[src/rtl/c_subset_token_scanner_defines.svh]
// assertion macros shared by the token scanner modules
// needs a clock named clk and an active-low reset named arst_n in scope
`ifndef C_SUBSET_TOKEN_SCANNER_DEFINES_SVH
`define C_SUBSET_TOKEN_SCANNER_DEFINES_SVH

// property must hold on every clock edge out of reset
`define CTS_CHECK(lbl, expr, msg) \
	lbl: assert property (@(posedge clk) disable iff (!arst_n) (expr)) else $error(msg);

// same-cycle implication
`define CTS_IMPLY(lbl, ante, cons, msg) \
	lbl: assert property (@(posedge clk) disable iff (!arst_n) (ante) |-> (cons)) else $error(msg);

// next-cycle implication
`define CTS_NEXT(lbl, ante, cons, msg) \
	lbl: assert property (@(posedge clk) disable iff (!arst_n) (ante) |=> (cons)) else $error(msg);

`endif

[src/rtl/cts_pkg.sv]
// types, kind codes and lookup functions of the token scanner
// no dependencies
`default_nettype none

package cts_pkg;

	typedef struct packed {
		logic       action;
		logic [7:0] char_byte;
	} item_t;

	typedef struct packed {
		logic [5:0]  token_kind;
		logic [15:0] line_number;
		logic [9:0]  start_column;
		logic [10:0] token_length;
		logic [7:0]  char_value;
		logic        last_of_run;
	} result_t;

	// records handed from the scanner to the result queue in one cycle
	typedef struct packed {
		logic [1:0] n;
		result_t    r0;
		result_t    r1;
	} push_t;

	typedef enum logic [6:0] {
		M_IDLE   = 7'b0000001,
		M_NUM    = 7'b0000010,
		M_IDENT  = 7'b0000100,
		M_OP     = 7'b0001000,
		M_CHV    = 7'b0010000,
		M_CHSKIP = 7'b0100000,
		M_STR    = 7'b1000000
	} mode_t;

	localparam logic       ACT_CHAR = 1'b0;
	localparam logic       ACT_EOL  = 1'b1;

	localparam logic [5:0] K_IDENT = 6'd0;
	localparam logic [5:0] K_NUM   = 6'd1;
	localparam logic [5:0] K_CHAR  = 6'd2;
	localparam logic [5:0] K_STR   = 6'd3;
	localparam logic [5:0] K_KW0   = 6'd4;
	localparam logic [5:0] K_PLUS  = 6'd19;
	localparam logic [5:0] K_MINUS = 6'd20;
	localparam logic [5:0] K_MUL   = 6'd21;
	localparam logic [5:0] K_DIV   = 6'd22;
	localparam logic [5:0] K_LSS   = 6'd23;
	localparam logic [5:0] K_NEQ   = 6'd29;
	localparam logic [5:0] K_COLON = 6'd30;
	localparam logic [5:0] K_SEMI  = 6'd31;
	localparam logic [5:0] K_COMMA = 6'd32;
	localparam logic [5:0] K_LPAR  = 6'd33;
	localparam logic [5:0] K_RPAR  = 6'd34;
	localparam logic [5:0] K_LBRK  = 6'd35;
	localparam logic [5:0] K_RBRK  = 6'd36;
	localparam logic [5:0] K_LBRC  = 6'd37;
	localparam logic [5:0] K_RBRC  = 6'd38;
	localparam logic [5:0] K_ERR   = 6'd39;

	localparam logic [1:0] P_LT  = 2'd0;
	localparam logic [1:0] P_GT  = 2'd1;
	localparam logic [1:0] P_EQ  = 2'd2;
	localparam logic [1:0] P_NOT = 2'd3;

	localparam int KW_COUNT = 15;
	localparam int QDEPTH   = 4;
	localparam int QAW      = 2;

	localparam logic [55:0] KW_PAT [KW_COUNT] = '{
		56'("const"), 56'("int"), 56'("char"), 56'("void"), 56'("main"),
		56'("if"), 56'("else"), 56'("switch"), 56'("case"), 56'("default"),
		56'("while"), 56'("for"), 56'("scanf"), 56'("printf"), 56'("return")
	};
	localparam logic [2:0] KW_LEN [KW_COUNT] = '{
		3'd5, 3'd3, 3'd4, 3'd4, 3'd4, 3'd2, 3'd4, 3'd6,
		3'd4, 3'd7, 3'd5, 3'd3, 3'd5, 3'd6, 3'd6
	};

	// window holds the last seven lowercased characters, len is at most seven
	function automatic logic [5:0] ident_kind(input logic [55:0] win, input logic [2:0] len);
		logic [5:0] k;
		k = K_IDENT;
		for (int i = 0; i < KW_COUNT; i++) begin
			if (len == KW_LEN[i] && win == KW_PAT[i])
				k = K_KW0 + 6'(i);
		end
		return k;
	endfunction

	// one-character operator: valid bit and kind
	function automatic logic [6:0] op_kind(input logic [7:0] c);
		logic [6:0] r;
		case (c)
			8'h2B: r = {1'b1, K_PLUS};
			8'h2D: r = {1'b1, K_MINUS};
			8'h2A: r = {1'b1, K_MUL};
			8'h2F: r = {1'b1, K_DIV};
			8'h3A: r = {1'b1, K_COLON};
			8'h3B: r = {1'b1, K_SEMI};
			8'h2C: r = {1'b1, K_COMMA};
			8'h28: r = {1'b1, K_LPAR};
			8'h29: r = {1'b1, K_RPAR};
			8'h5B: r = {1'b1, K_LBRK};
			8'h5D: r = {1'b1, K_RBRK};
			8'h7B: r = {1'b1, K_LBRC};
			8'h7D: r = {1'b1, K_RBRC};
			default: r = {1'b0, K_IDENT};
		endcase
		return r;
	endfunction

endpackage

`default_nettype wire

[src/rtl/cts_front.sv]
// scanner front end: line/column tracking, token state machine, record building
// depends on cts_pkg and c_subset_token_scanner_defines.svh
`default_nettype none
`include "c_subset_token_scanner_defines.svh"

module cts_front #(
	parameter int MAX_LINE_CHARS = 1024
) (
	input  wire               clk,
	input  wire               arst_n,
	input  cts_pkg::item_t    item,
	input  wire               accept,
	output cts_pkg::push_t    wr
);

	localparam int CW = $clog2(MAX_LINE_CHARS);
	localparam int TW = $clog2(MAX_LINE_CHARS + 1);

	cts_pkg::mode_t mode_q, mode_d;
	logic [1:0]     pend_q, pend_d;
	logic [CW-1:0]  ts_q, ts_d, col_q, col_d;
	logic [15:0]    line_q, line_d;
	logic [55:0]    win_q, win_d;
	logic [TW-1:0]  tc_q, tc_d;
	logic           halted_q, halted_d;

	logic [7:0]  c, lc;
	logic        dig, let_c;
	logic [6:0]  opk;
	logic        fl_v, st_v, d_v, do_flush, do_start;
	cts_pkg::result_t fl_r, st_r, d_r;

	function automatic cts_pkg::result_t mk(input logic [5:0] k, input logic [15:0] ln,
		input logic [CW-1:0] col, input logic [TW-1:0] len, input logic [7:0] cv);
		cts_pkg::result_t r;
		r.token_kind   = k;
		r.line_number  = ln;
		r.start_column = 10'(col);
		r.token_length = 11'(len);
		r.char_value   = cv;
		r.last_of_run  = 1'b0;
		return r;
	endfunction

	assign c     = item.char_byte;
	assign lc    = (c >= 8'h41 && c <= 8'h5A) ? c + 8'd32 : c;
	assign dig   = (c >= 8'h30 && c <= 8'h39);
	assign let_c = (c >= 8'h61 && c <= 8'h7A) || (c >= 8'h41 && c <= 8'h5A) || c == 8'h5F;
	assign opk   = cts_pkg::op_kind(c);

	// record of the open token, if any
	always_comb begin
		fl_v = 1'b0;
		fl_r = mk(cts_pkg::K_NUM, line_q, ts_q, tc_q, 8'd0);
		case (mode_q)
			cts_pkg::M_NUM: fl_v = 1'b1;
			cts_pkg::M_IDENT: begin
				fl_v = 1'b1;
				fl_r.token_kind = (tc_q <= TW'(7)) ? cts_pkg::ident_kind(win_q, tc_q[2:0])
				                                   : cts_pkg::K_IDENT;
			end
			cts_pkg::M_OP: begin
				fl_v = (pend_q != cts_pkg::P_NOT);
				fl_r.token_kind   = cts_pkg::K_LSS + {3'd0, pend_q, 1'b0};
				fl_r.token_length = 11'd1;
			end
			default: fl_v = 1'b0;
		endcase
	end

	always_comb begin
		mode_d = mode_q; pend_d = pend_q; ts_d = ts_q; col_d = col_q; line_d = line_q;
		win_d = win_q; tc_d = tc_q; halted_d = halted_q;
		d_v = 1'b0; d_r = mk(cts_pkg::K_CHAR, line_q, ts_q, TW'(1), 8'd0);
		do_flush = 1'b0; do_start = 1'b0;
		if (accept && !halted_q) begin
			if (item.action == cts_pkg::ACT_EOL) begin
				if (mode_q == cts_pkg::M_CHV) begin
					d_v = 1'b1;
				end else if (mode_q == cts_pkg::M_STR) begin
					d_v = 1'b1;
					d_r = mk(cts_pkg::K_ERR, line_q, ts_q, tc_q, 8'd0);
					halted_d = 1'b1;
				end else if (mode_q != cts_pkg::M_CHSKIP) begin
					do_flush = 1'b1;
				end
				mode_d = cts_pkg::M_IDLE;
				col_d  = '0;
				if (line_q != 16'hFFFF) line_d = line_q + 16'd1;
			end else begin
				case (mode_q)
					cts_pkg::M_NUM: begin
						if (dig) begin
							win_d = {win_q[47:0], lc};
							if (tc_q != TW'(MAX_LINE_CHARS)) tc_d = tc_q + TW'(1);
						end else begin
							do_flush = 1'b1; do_start = 1'b1;
						end
					end
					cts_pkg::M_IDENT: begin
						if (dig || let_c) begin
							win_d = {win_q[47:0], lc};
							if (tc_q != TW'(MAX_LINE_CHARS)) tc_d = tc_q + TW'(1);
						end else begin
							do_flush = 1'b1; do_start = 1'b1;
						end
					end
					cts_pkg::M_OP: begin
						if (c == 8'h3D) begin
							d_v = 1'b1;
							d_r = mk((pend_q == cts_pkg::P_NOT) ? cts_pkg::K_NEQ
								: cts_pkg::K_LSS + {3'd0, pend_q, 1'b1},
								line_q, ts_q, TW'(2), 8'd0);
							mode_d = cts_pkg::M_IDLE;
						end else begin
							do_flush = 1'b1; do_start = 1'b1;
						end
					end
					cts_pkg::M_CHV: begin
						d_v = 1'b1;
						d_r.char_value = c;
						mode_d = cts_pkg::M_CHSKIP;
					end
					cts_pkg::M_CHSKIP: mode_d = cts_pkg::M_IDLE;
					cts_pkg::M_STR: begin
						if (c == 8'h22) begin
							d_v = 1'b1;
							d_r = mk(cts_pkg::K_STR, line_q, ts_q, tc_q, 8'd0);
							mode_d = cts_pkg::M_IDLE;
						end else if (tc_q != TW'(MAX_LINE_CHARS)) begin
							tc_d = tc_q + TW'(1);
						end
					end
					default: do_start = 1'b1;
				endcase
				if (col_q != CW'(MAX_LINE_CHARS - 1)) col_d = col_q + CW'(1);
			end
			if (do_flush) mode_d = cts_pkg::M_IDLE;
			// a new token begins at this character
			if (do_start) begin
				ts_d = col_q; tc_d = '0; win_d = '0;
				if (dig || let_c) begin
					mode_d = dig ? cts_pkg::M_NUM : cts_pkg::M_IDENT;
					win_d  = {48'd0, lc};
					tc_d   = TW'(1);
				end else begin
					case (c)
						8'h3C: begin mode_d = cts_pkg::M_OP; pend_d = cts_pkg::P_LT; end
						8'h3E: begin mode_d = cts_pkg::M_OP; pend_d = cts_pkg::P_GT; end
						8'h3D: begin mode_d = cts_pkg::M_OP; pend_d = cts_pkg::P_EQ; end
						8'h21: begin mode_d = cts_pkg::M_OP; pend_d = cts_pkg::P_NOT; end
						8'h27: mode_d = cts_pkg::M_CHV;
						8'h22: mode_d = cts_pkg::M_STR;
						default: mode_d = cts_pkg::M_IDLE;
					endcase
				end
			end
		end
	end

	assign st_v = do_start && opk[6];
	always_comb begin
		st_r = mk(opk[5:0], line_q, col_q, TW'(1), 8'd0);
		st_r.last_of_run = 1'b1;
	end

	always_comb begin
		wr.n  = {1'b0, d_v} + {1'b0, do_flush && fl_v} + {1'b0, st_v};
		wr.r0 = d_v ? d_r : ((do_flush && fl_v) ? fl_r : st_r);
		wr.r0.last_of_run = (wr.n == 2'd1);
		wr.r1 = st_r;
	end

	always_ff @(posedge clk or negedge arst_n) begin
		if (!arst_n) begin
			mode_q   <= cts_pkg::M_IDLE;
			pend_q   <= '0;
			ts_q     <= '0;
			col_q    <= '0;
			line_q   <= '0;
			win_q    <= '0;
			tc_q     <= '0;
			halted_q <= 1'b0;
		end else begin
			mode_q   <= mode_d;
			pend_q   <= pend_d;
			ts_q     <= ts_d;
			col_q    <= col_d;
			line_q   <= line_d;
			win_q    <= win_d;
			tc_q     <= tc_d;
			halted_q <= halted_d;
		end
	end

	`CTS_NEXT(a_halt_sticky, halted_q, halted_q, "halt released without reset")
	`CTS_IMPLY(a_halt_silent, halted_q, wr.n == 2'd0, "records emitted while halted")
	`CTS_IMPLY(a_pair_last, wr.n == 2'd2, wr.r1.last_of_run && !wr.r0.last_of_run,
		"bad last marking on record pair")

endmodule

`default_nettype wire

[src/rtl/cts_back.sv]
// result queue: takes up to two records a cycle, hands out one record per pop
// depends on cts_pkg and c_subset_token_scanner_defines.svh
`default_nettype none
`include "c_subset_token_scanner_defines.svh"

module cts_back (
	input  wire                clk,
	input  wire                arst_n,
	input  cts_pkg::push_t     wr,
	input  wire                pop,
	output logic               empty,
	output logic               full,
	output cts_pkg::result_t   result
);

	cts_pkg::result_t          mem_q [cts_pkg::QDEPTH];
	logic [cts_pkg::QAW-1:0]   wp_q, rp_q;
	logic [cts_pkg::QAW:0]     cnt_q;
	logic                      rd;

	assign empty  = (cnt_q == '0);
	// need room for two records before the next word is taken
	assign full   = (cnt_q > (cts_pkg::QAW+1)'(cts_pkg::QDEPTH - 2));
	assign result = mem_q[rp_q];
	assign rd     = pop && !empty;

	always_ff @(posedge clk) begin
		if (wr.n != 2'd0) mem_q[wp_q] <= wr.r0;
		if (wr.n == 2'd2) mem_q[wp_q + 1'b1] <= wr.r1;
	end

	always_ff @(posedge clk or negedge arst_n) begin
		if (!arst_n) begin
			wp_q  <= '0;
			rp_q  <= '0;
			cnt_q <= '0;
		end else begin
			wp_q  <= wp_q + cts_pkg::QAW'(wr.n);
			rp_q  <= rp_q + cts_pkg::QAW'(rd);
			cnt_q <= cnt_q + (cts_pkg::QAW+1)'(wr.n) - (cts_pkg::QAW+1)'(rd);
		end
	end

	`CTS_CHECK(a_cnt_range, cnt_q <= (cts_pkg::QAW+1)'(cts_pkg::QDEPTH), "queue overflow")
	`CTS_IMPLY(a_room, wr.n != 2'd0, cnt_q <= (cts_pkg::QAW+1)'(cts_pkg::QDEPTH - 2),
		"write without room for two records")
	`CTS_NEXT(a_drain, rd && wr.n == 2'd0, cnt_q == $past(cnt_q) - 1'b1,
		"pop did not shrink the queue")

endmodule

`default_nettype wire

[src/rtl/c_subset_token_scanner.sv]
// C-subset token scanner. Each accepted word (a source byte or an end of line)
// goes through the scanner front end in the cycle it is pushed, so one word can be
// pushed every clock. A word yields zero, one or two token records. They land in a
// four-entry result queue and leave one per pop. full rises once three records are
// waiting, which leaves fewer than two entries free. With a consumer popping every
// cycle, a one-record word leaves the fill level unchanged and a two-record word
// raises it by one. The input stalls only after two-record words have outnumbered
// zero-record words enough to fill three entries, and then only until one pop
// frees an entry. When the queue was empty, a record is visible on the result port
// in the cycle after its word is pushed. After an unterminated string the block
// emits an error record and ignores input until reset.
// depends on cts_pkg, cts_front, cts_back
`default_nettype none

module c_subset_token_scanner #(
	parameter int MAX_LINE_CHARS = 1024
) (
	input  wire                clk,
	input  wire                arst_n,
	input  wire                push,
	output logic               full,
	input  cts_pkg::item_t     item,
	input  wire                pop,
	output logic               empty,
	output cts_pkg::result_t   result
);

	cts_pkg::push_t wr;
	logic           accept;

	assign accept = push && !full;

	cts_front #(
		.MAX_LINE_CHARS(MAX_LINE_CHARS)
	) u_front (
		.clk    (clk),
		.arst_n (arst_n),
		.item   (item),
		.accept (accept),
		.wr     (wr)
	);

	cts_back u_back (
		.clk    (clk),
		.arst_n (arst_n),
		.wr     (wr),
		.pop    (pop),
		.empty  (empty),
		.full   (full),
		.result (result)
	);

endmodule

`default_nettype wire
[config.mk]
export PLATFORM = sky130hd
export DESIGN_NAME = c_subset_token_scanner
export DESIGN_NICKNAME = d
export VERILOG_FILES = /design/src/rtl/cts_pkg.sv /design/src/rtl/cts_front.sv /design/src/rtl/cts_back.sv /design/src/rtl/c_subset_token_scanner.sv
export VERILOG_INCLUDE_DIRS = /design/src /design/src/rtl
export SDC_FILE = /design/constraint.sdc
export NUM_CORES = 1
export LEC_CHECK = 0
export BUFFER_PORTS_ARGS = -buffer_cell sky130_fd_sc_hd__buf_2
export CAP_MARGIN = 10
export CORE_ASPECT_RATIO = 1.2
export CORE_MARGIN = 3
export CORE_UTILIZATION = 65
export CTS_CLUSTER_DIAMETER = 60
export DETAILED_ROUTE_END_ITERATION = 8
export HOLD_SLACK_MARGIN = 0.08
export PLACE_DENSITY = 0.88
export SLEW_MARGIN = 10
export SYNTH_ARGS = -nofsm -noshare
export SYNTH_HDL_FRONTEND = slang
export SYNTH_SLANG_ARGS = --single-unit
[constraint.sdc]
create_clock -name clk -period 14.17 [get_ports clk]
set_input_delay 1.417 -clock clk [delete_from_list [all_inputs] [get_ports clk]]
set_output_delay 1.417 -clock clk [all_outputs]
set_load 0.01 [all_outputs]
After elaboration in Yosys (flattened, before gate mapping)
Memory sizes are Yosys's and may differ from the RTL's.
Cells that the tools add are included.
W data, S select, Z words.
- flip-flop bits (word level): 120
- RAM bits: 208
- output and inout port bits: 54
- logic and storage cells: 227
- memories kept: 1
- memory list (name ; words ; bits a word ; read ports ; clocked after memory_dff ; write ports ; RTL line ; text):
    u_back.mem_q ; 4 ; 52 ; 1 ; 0 ; 2 ; cts_back.sv:16 ; cts_pkg::result_t mem_q [cts_pkg::QDEPTH];
- $add $sub $neg: 13
- $lt $le $gt $ge: 8
- equal/unequal tests: 61
- multiplexer cells: 84
- bitwise gates (word level): 2
- reduce and logical (&&, ||, !) cells: 47
- operators by type and width (kind ; count):
    $mux W52 ; 7
    $eq A56 B31 Y1 const B ; 5
    $mux W56 ; 4
    $eq A56 B39 Y1 const B ; 3
    $eq A56 B47 Y1 const B ; 3
    $eq A8 B6 Y1 const B ; 15
    $eq A56 B23 Y1 const B ; 2
    $pmux W56 S2 ; 1
    $pmux W7 S13 ; 1
    $pmux W43 S2 ; 1
    $mux W11 ; 7
    $eq A56 B15 Y1 const B ; 1
    $eq A56 B55 Y1 const B ; 1
    $mux W47 ; 1
    $mux W7 ; 6
    $eq A8 B7 Y1 const B ; 5
    $pmux W11 S3 ; 1
    $mux W4 ; 8
    $pmux W7 S4 ; 1
    $pmux W8 S3 ; 1
    $logic_and A1 B1 Y1 ; 23
    $mux W1 ; 23
    $pmux W7 S3 ; 1
    $mux W10 ; 2
    other kinds (62) ; 92

Depth between registers and ports, before layout
- depth after elaboration: 21
- gate-level depth with buffers: 21
- mapped depth without buffers: 18

Cells and area by module
Synthesis repeated with hierarchy kept, for this count alone.
- cells, all modules: 1431
- area, all modules: 18046.1 um^2
- by module, submodules not included (module ; instances ; cells an instance ; area each (um^2) ; seq. area each (um^2)):
    cts_back ; 1 ; 542 ; 10480.1 ; 6421.2
    cts_front ; 1 ; 888 ; 7552.2 ; 2829.0
    c_subset_token_scanner ; 1 ; 1 ; 13.8 ; 0.0

Worst setup path before layout
Ideal clock, no wire load.
- path kind: input -> register
- start point: input port item[6] (netlist bit)
- end point: memory u_back.mem_q[0][20] (netlist bit), enable pin
- arrival: 6.001 ns
- path slack: 7.763 ns
- stages: 16
- path buffers: 4
- cell sequence: clkbuf_1 > inv_1 > ha_1 > a31oi_1 > o41ai_1 > o211ai_1 > nand2_1 > clkbuf_1 > a21oi_1 > fa_1 > clkbuf_1 > nor2_1 > nor3_1 > a31oi_1 > inv_1 > clkbuf_1
- RTL lines (what ; RTL line ; text):
    start, declared ; c_subset_token_scanner.sv:22 ; input cts_pkg::item_t item,
    end, declared ; cts_back.sv:16 ;

==> out/metrics.cfg <==
[power]
p_total_uw = 2750
ir_worst_vdd_v = 0.000114
pwr_density_cell_nw_per_um2 = 152
power_leakage_uw = 0.00667

[global_route]
grt_pass1_wl_mm = 73.2
grt_usage = 0.340
antenna_found_initial = 0
grt_pass1_vias = 13103
grt_max_degree = 64
grt-ovfl-total = 0

[worst_setup_path]
worst_setup_path_end_kind = register
reg2reg_setup_slack_ps = 8680
critical-path-top-delay-family = compound AO/OA/AOI/OAI gates
cp_num_buf_inv = 3
reg2reg_to = u_back.mem_q[2][9]$_SDFFE_PP1P_
r2r_cells = 15
required_ps = 14560
path_cells = buf_2 > or4_1 > o31a_1 > a22oi_1 > a21oi_1 > o211ai_1 > nand2_1 > a21oi_1 > fa_1 > nor2_1 > nor2_1 > a21oi_4 > inv_1 > buf_4 > nor2_1 > a21oi_1
r2r-start = u_front.mode_q[4]$_DFFE_PN0P_
slowest_stage = a21oi_4
worst-setup-path-type = in -> reg
critPathMaxFanout = 35
crit_arrival_ps = 6730
slowest_delay_ps = 880
cp-start-kind = primary input

[cts]
cts_tree = done
ctsHtreeMaxLevel = 2
ctsResizeCount = 0
clockBufferDepth = 3
clk_pin_slew_worst_paths_ps = 60
cts_root_buf = clkbuf_16
cts_setup_buffers = 0
numCtsBuffers = 35
cts_hold_buf = 0
insertion_delay_ps = 520
cts_num_sinks = 328

[synthesis]
synth_seq_area_share = 0.514
synthDistinctLibCells = 81
synth_top_area_cell = edfxtp_1
avgSynthCellArea_um2 = 10.6
synthCells = 1545
yosysWarnings = 0
async_flop_share = 0.366
synth-main-ff-cell = edfxtp_1
synth_edf_count = 128
synth-seq-cells = 328
synth.most_common_cell = nand2_1
syn_area_um2 = 16400
syn-num-nets = 1579
yosysTopAreaCellShare = 0.234
netlist_top_cells_area = edfxtp_1 (23%), dfrtp_1 (18%), dfxtp_1 (9.7%), mux4_2 (7.1%), nand2_1 (5.4%)
synth_common_cells = nand2_1 (236), edfxtp_1 (128), dfrtp_1 (119)

[layout]
diodes = 0
stdcell_count = 1908
post-route-util = 0.730
drive_gt1_frac = 0.151
layout.nets = 1590
area_growth_pct = 10.3
fillers = 1616

[sta]
relSlewSlack = 0.231
timing.final.crit_period_ps = 6340
slew_violations = 0
clock_skew_ps = 28.4
rsz0062_at_grt = no
hold_viol_final = 0
fin_crit_sh = 0.447
setup_viol = 0
setup_ws_ps = 7830
fmax_mhz = 158
worst_pin_slew_ps = 1150
tns_ps = 0

[floorplanning]
die_h_um = 180
core_um2 = 24800
die-area_um2 = 27200
rows = 63
io_pins = 67
initial_core_util = 0.662
die_w_um = 151

[placement]
portBuffers = 66
pre_cts_ws_ps = 7530
dp.cells = 1844
hpwlAfterDp_mm = 30.0
gp_congestion = 1.04

[route]
via_per_inst = 6.90
drc_errors = 0
ant_nets = 0
wirelength_mm = 46.1
vias = 13172
first_pass_iters = 6
wl_per_cell_um = 24.2
drt_first_iter_violations = 1630

[run_status]
status = finished, final reports clean

[hold_path]
min_path_cells = 2
hp-start = u_back.mem_q[2][7]$_SDFFE_PP0P_
holdPathEnd = u_back.mem_q[2][7]$_SDFFE_PP0P_
hold_path_class = reg -> reg

[flow_run]
cap_violations = 0

## logic make-up after synthesis
group           share of synthesized area
simple gates                        0.203
flops                               0.514
compound gates                      0.137
buf+inv                            0.0328
mux                                0.0760
xor+xnor                           0.0208
fa+ha+maj                          0.0169
## worst min-delay path: stages, from the launching register on
cell,delay [ps]
dfxtp_1,320
nand2_1,40
o21ai_0,60
## per-layer routing
layer / GRT usage / vias up / part of all wire
met5: 0 / - / 0
met4: 0.169 / 0 / 0.054
met3: 0.0538 / 208 / 0.080
met2: 0.574 / 817 / 0.51
met1: 0.423 / 6406 / 0.36
li1: - / 5741 / -
## where the power goes
group | internal (uW) | total (uW) | leakage, uW | switching (uW)
registers | 1050 | 1210 | 0.00344 | 156
logic | 267 | 615 | 0.00266 | 347
clock network | 552 | 930 | 0.000577 | 378
total | 1870 | 2750 | 0.00667 | 881
## through the flow
step                cell area [um^2]  hold WS, ps
finish                         18100          451
global route                   18100          478
CTS                            18100          455
global placement               16900          428
floorplan                      16400          420
detailed placement             16900          439
## placed cells by master, fill, tap and decap left out, drive strengths merged, types with 9 or more instances in the layout
cell type	instances
nand4b	11
nand3	29
nor3	28
mux4	52
nand3b	9
nand2b	20
and3	12
xor2	16
nor2b	61
or4	14
nand2	236
inv	32
ha	19
a21oi	30
o31ai	14
o32ai	9
or3	9
nor2	75
edfxtp	128
o22ai	18
clkbuf	53
xnor2	23
a22o	76
o21ai	118
dfrtp	119
and4	9
nand4	20
nor4	33
dfxtp	80
and2	25
buf	86
## sequential cells by signal (all words and copies together) (netlist names)
signal and cells:
u_back.mem_q 208, u_front.win_q 56, u_front.line_q 16, u_front.tc_q 11
u_front.col_q 10, u_front.ts_q 10, u_front.mode_q 7, u_back.cnt_q 3
u_back.rp_q 2, u_back.wp_q 2, u_front.pend_q 2, u_front.halted_q 1
## how the worst max path moves through the flow
stage / start / end / depth (start not counted)
3_3_place_gp: item[1] / u_back.mem_q[2][9]$_SDFFE_PP1P_ / 16
4_1_cts: item[1] / u_back.mem_q[2][9]$_SDFFE_PP1P_ / 16
2_1_floorplan: item[6] / u_back.mem_q[0][20]$_DFFE_PP_ / 16
3_5_place_dp: item[1] / u_back.mem_q[2][9]$_SDFFE_PP1P_ / 16
5_1_grt: item[1] / u_back.mem_q[2][9]$_SDFFE_PP1P_ / 16
6_report: item[1] / u_back.mem_q[2][9]$_SDFFE_PP1P_ / 16
## area by class of cell
type                            instances  area [um^2]  share of cell area
Sequential cell                       328         8450               0.466
Multi-Input combinational cell       1076         7500               0.414
Clock buffer                           53         1040              0.0574
Timing Repair Buffer                   86          483              0.0266
Tap cell                              325          407              0.0224
Clock inverter                         11          139             0.00766
Inverter                               29          109             0.00600
Power figures use the tool's default switching activity.
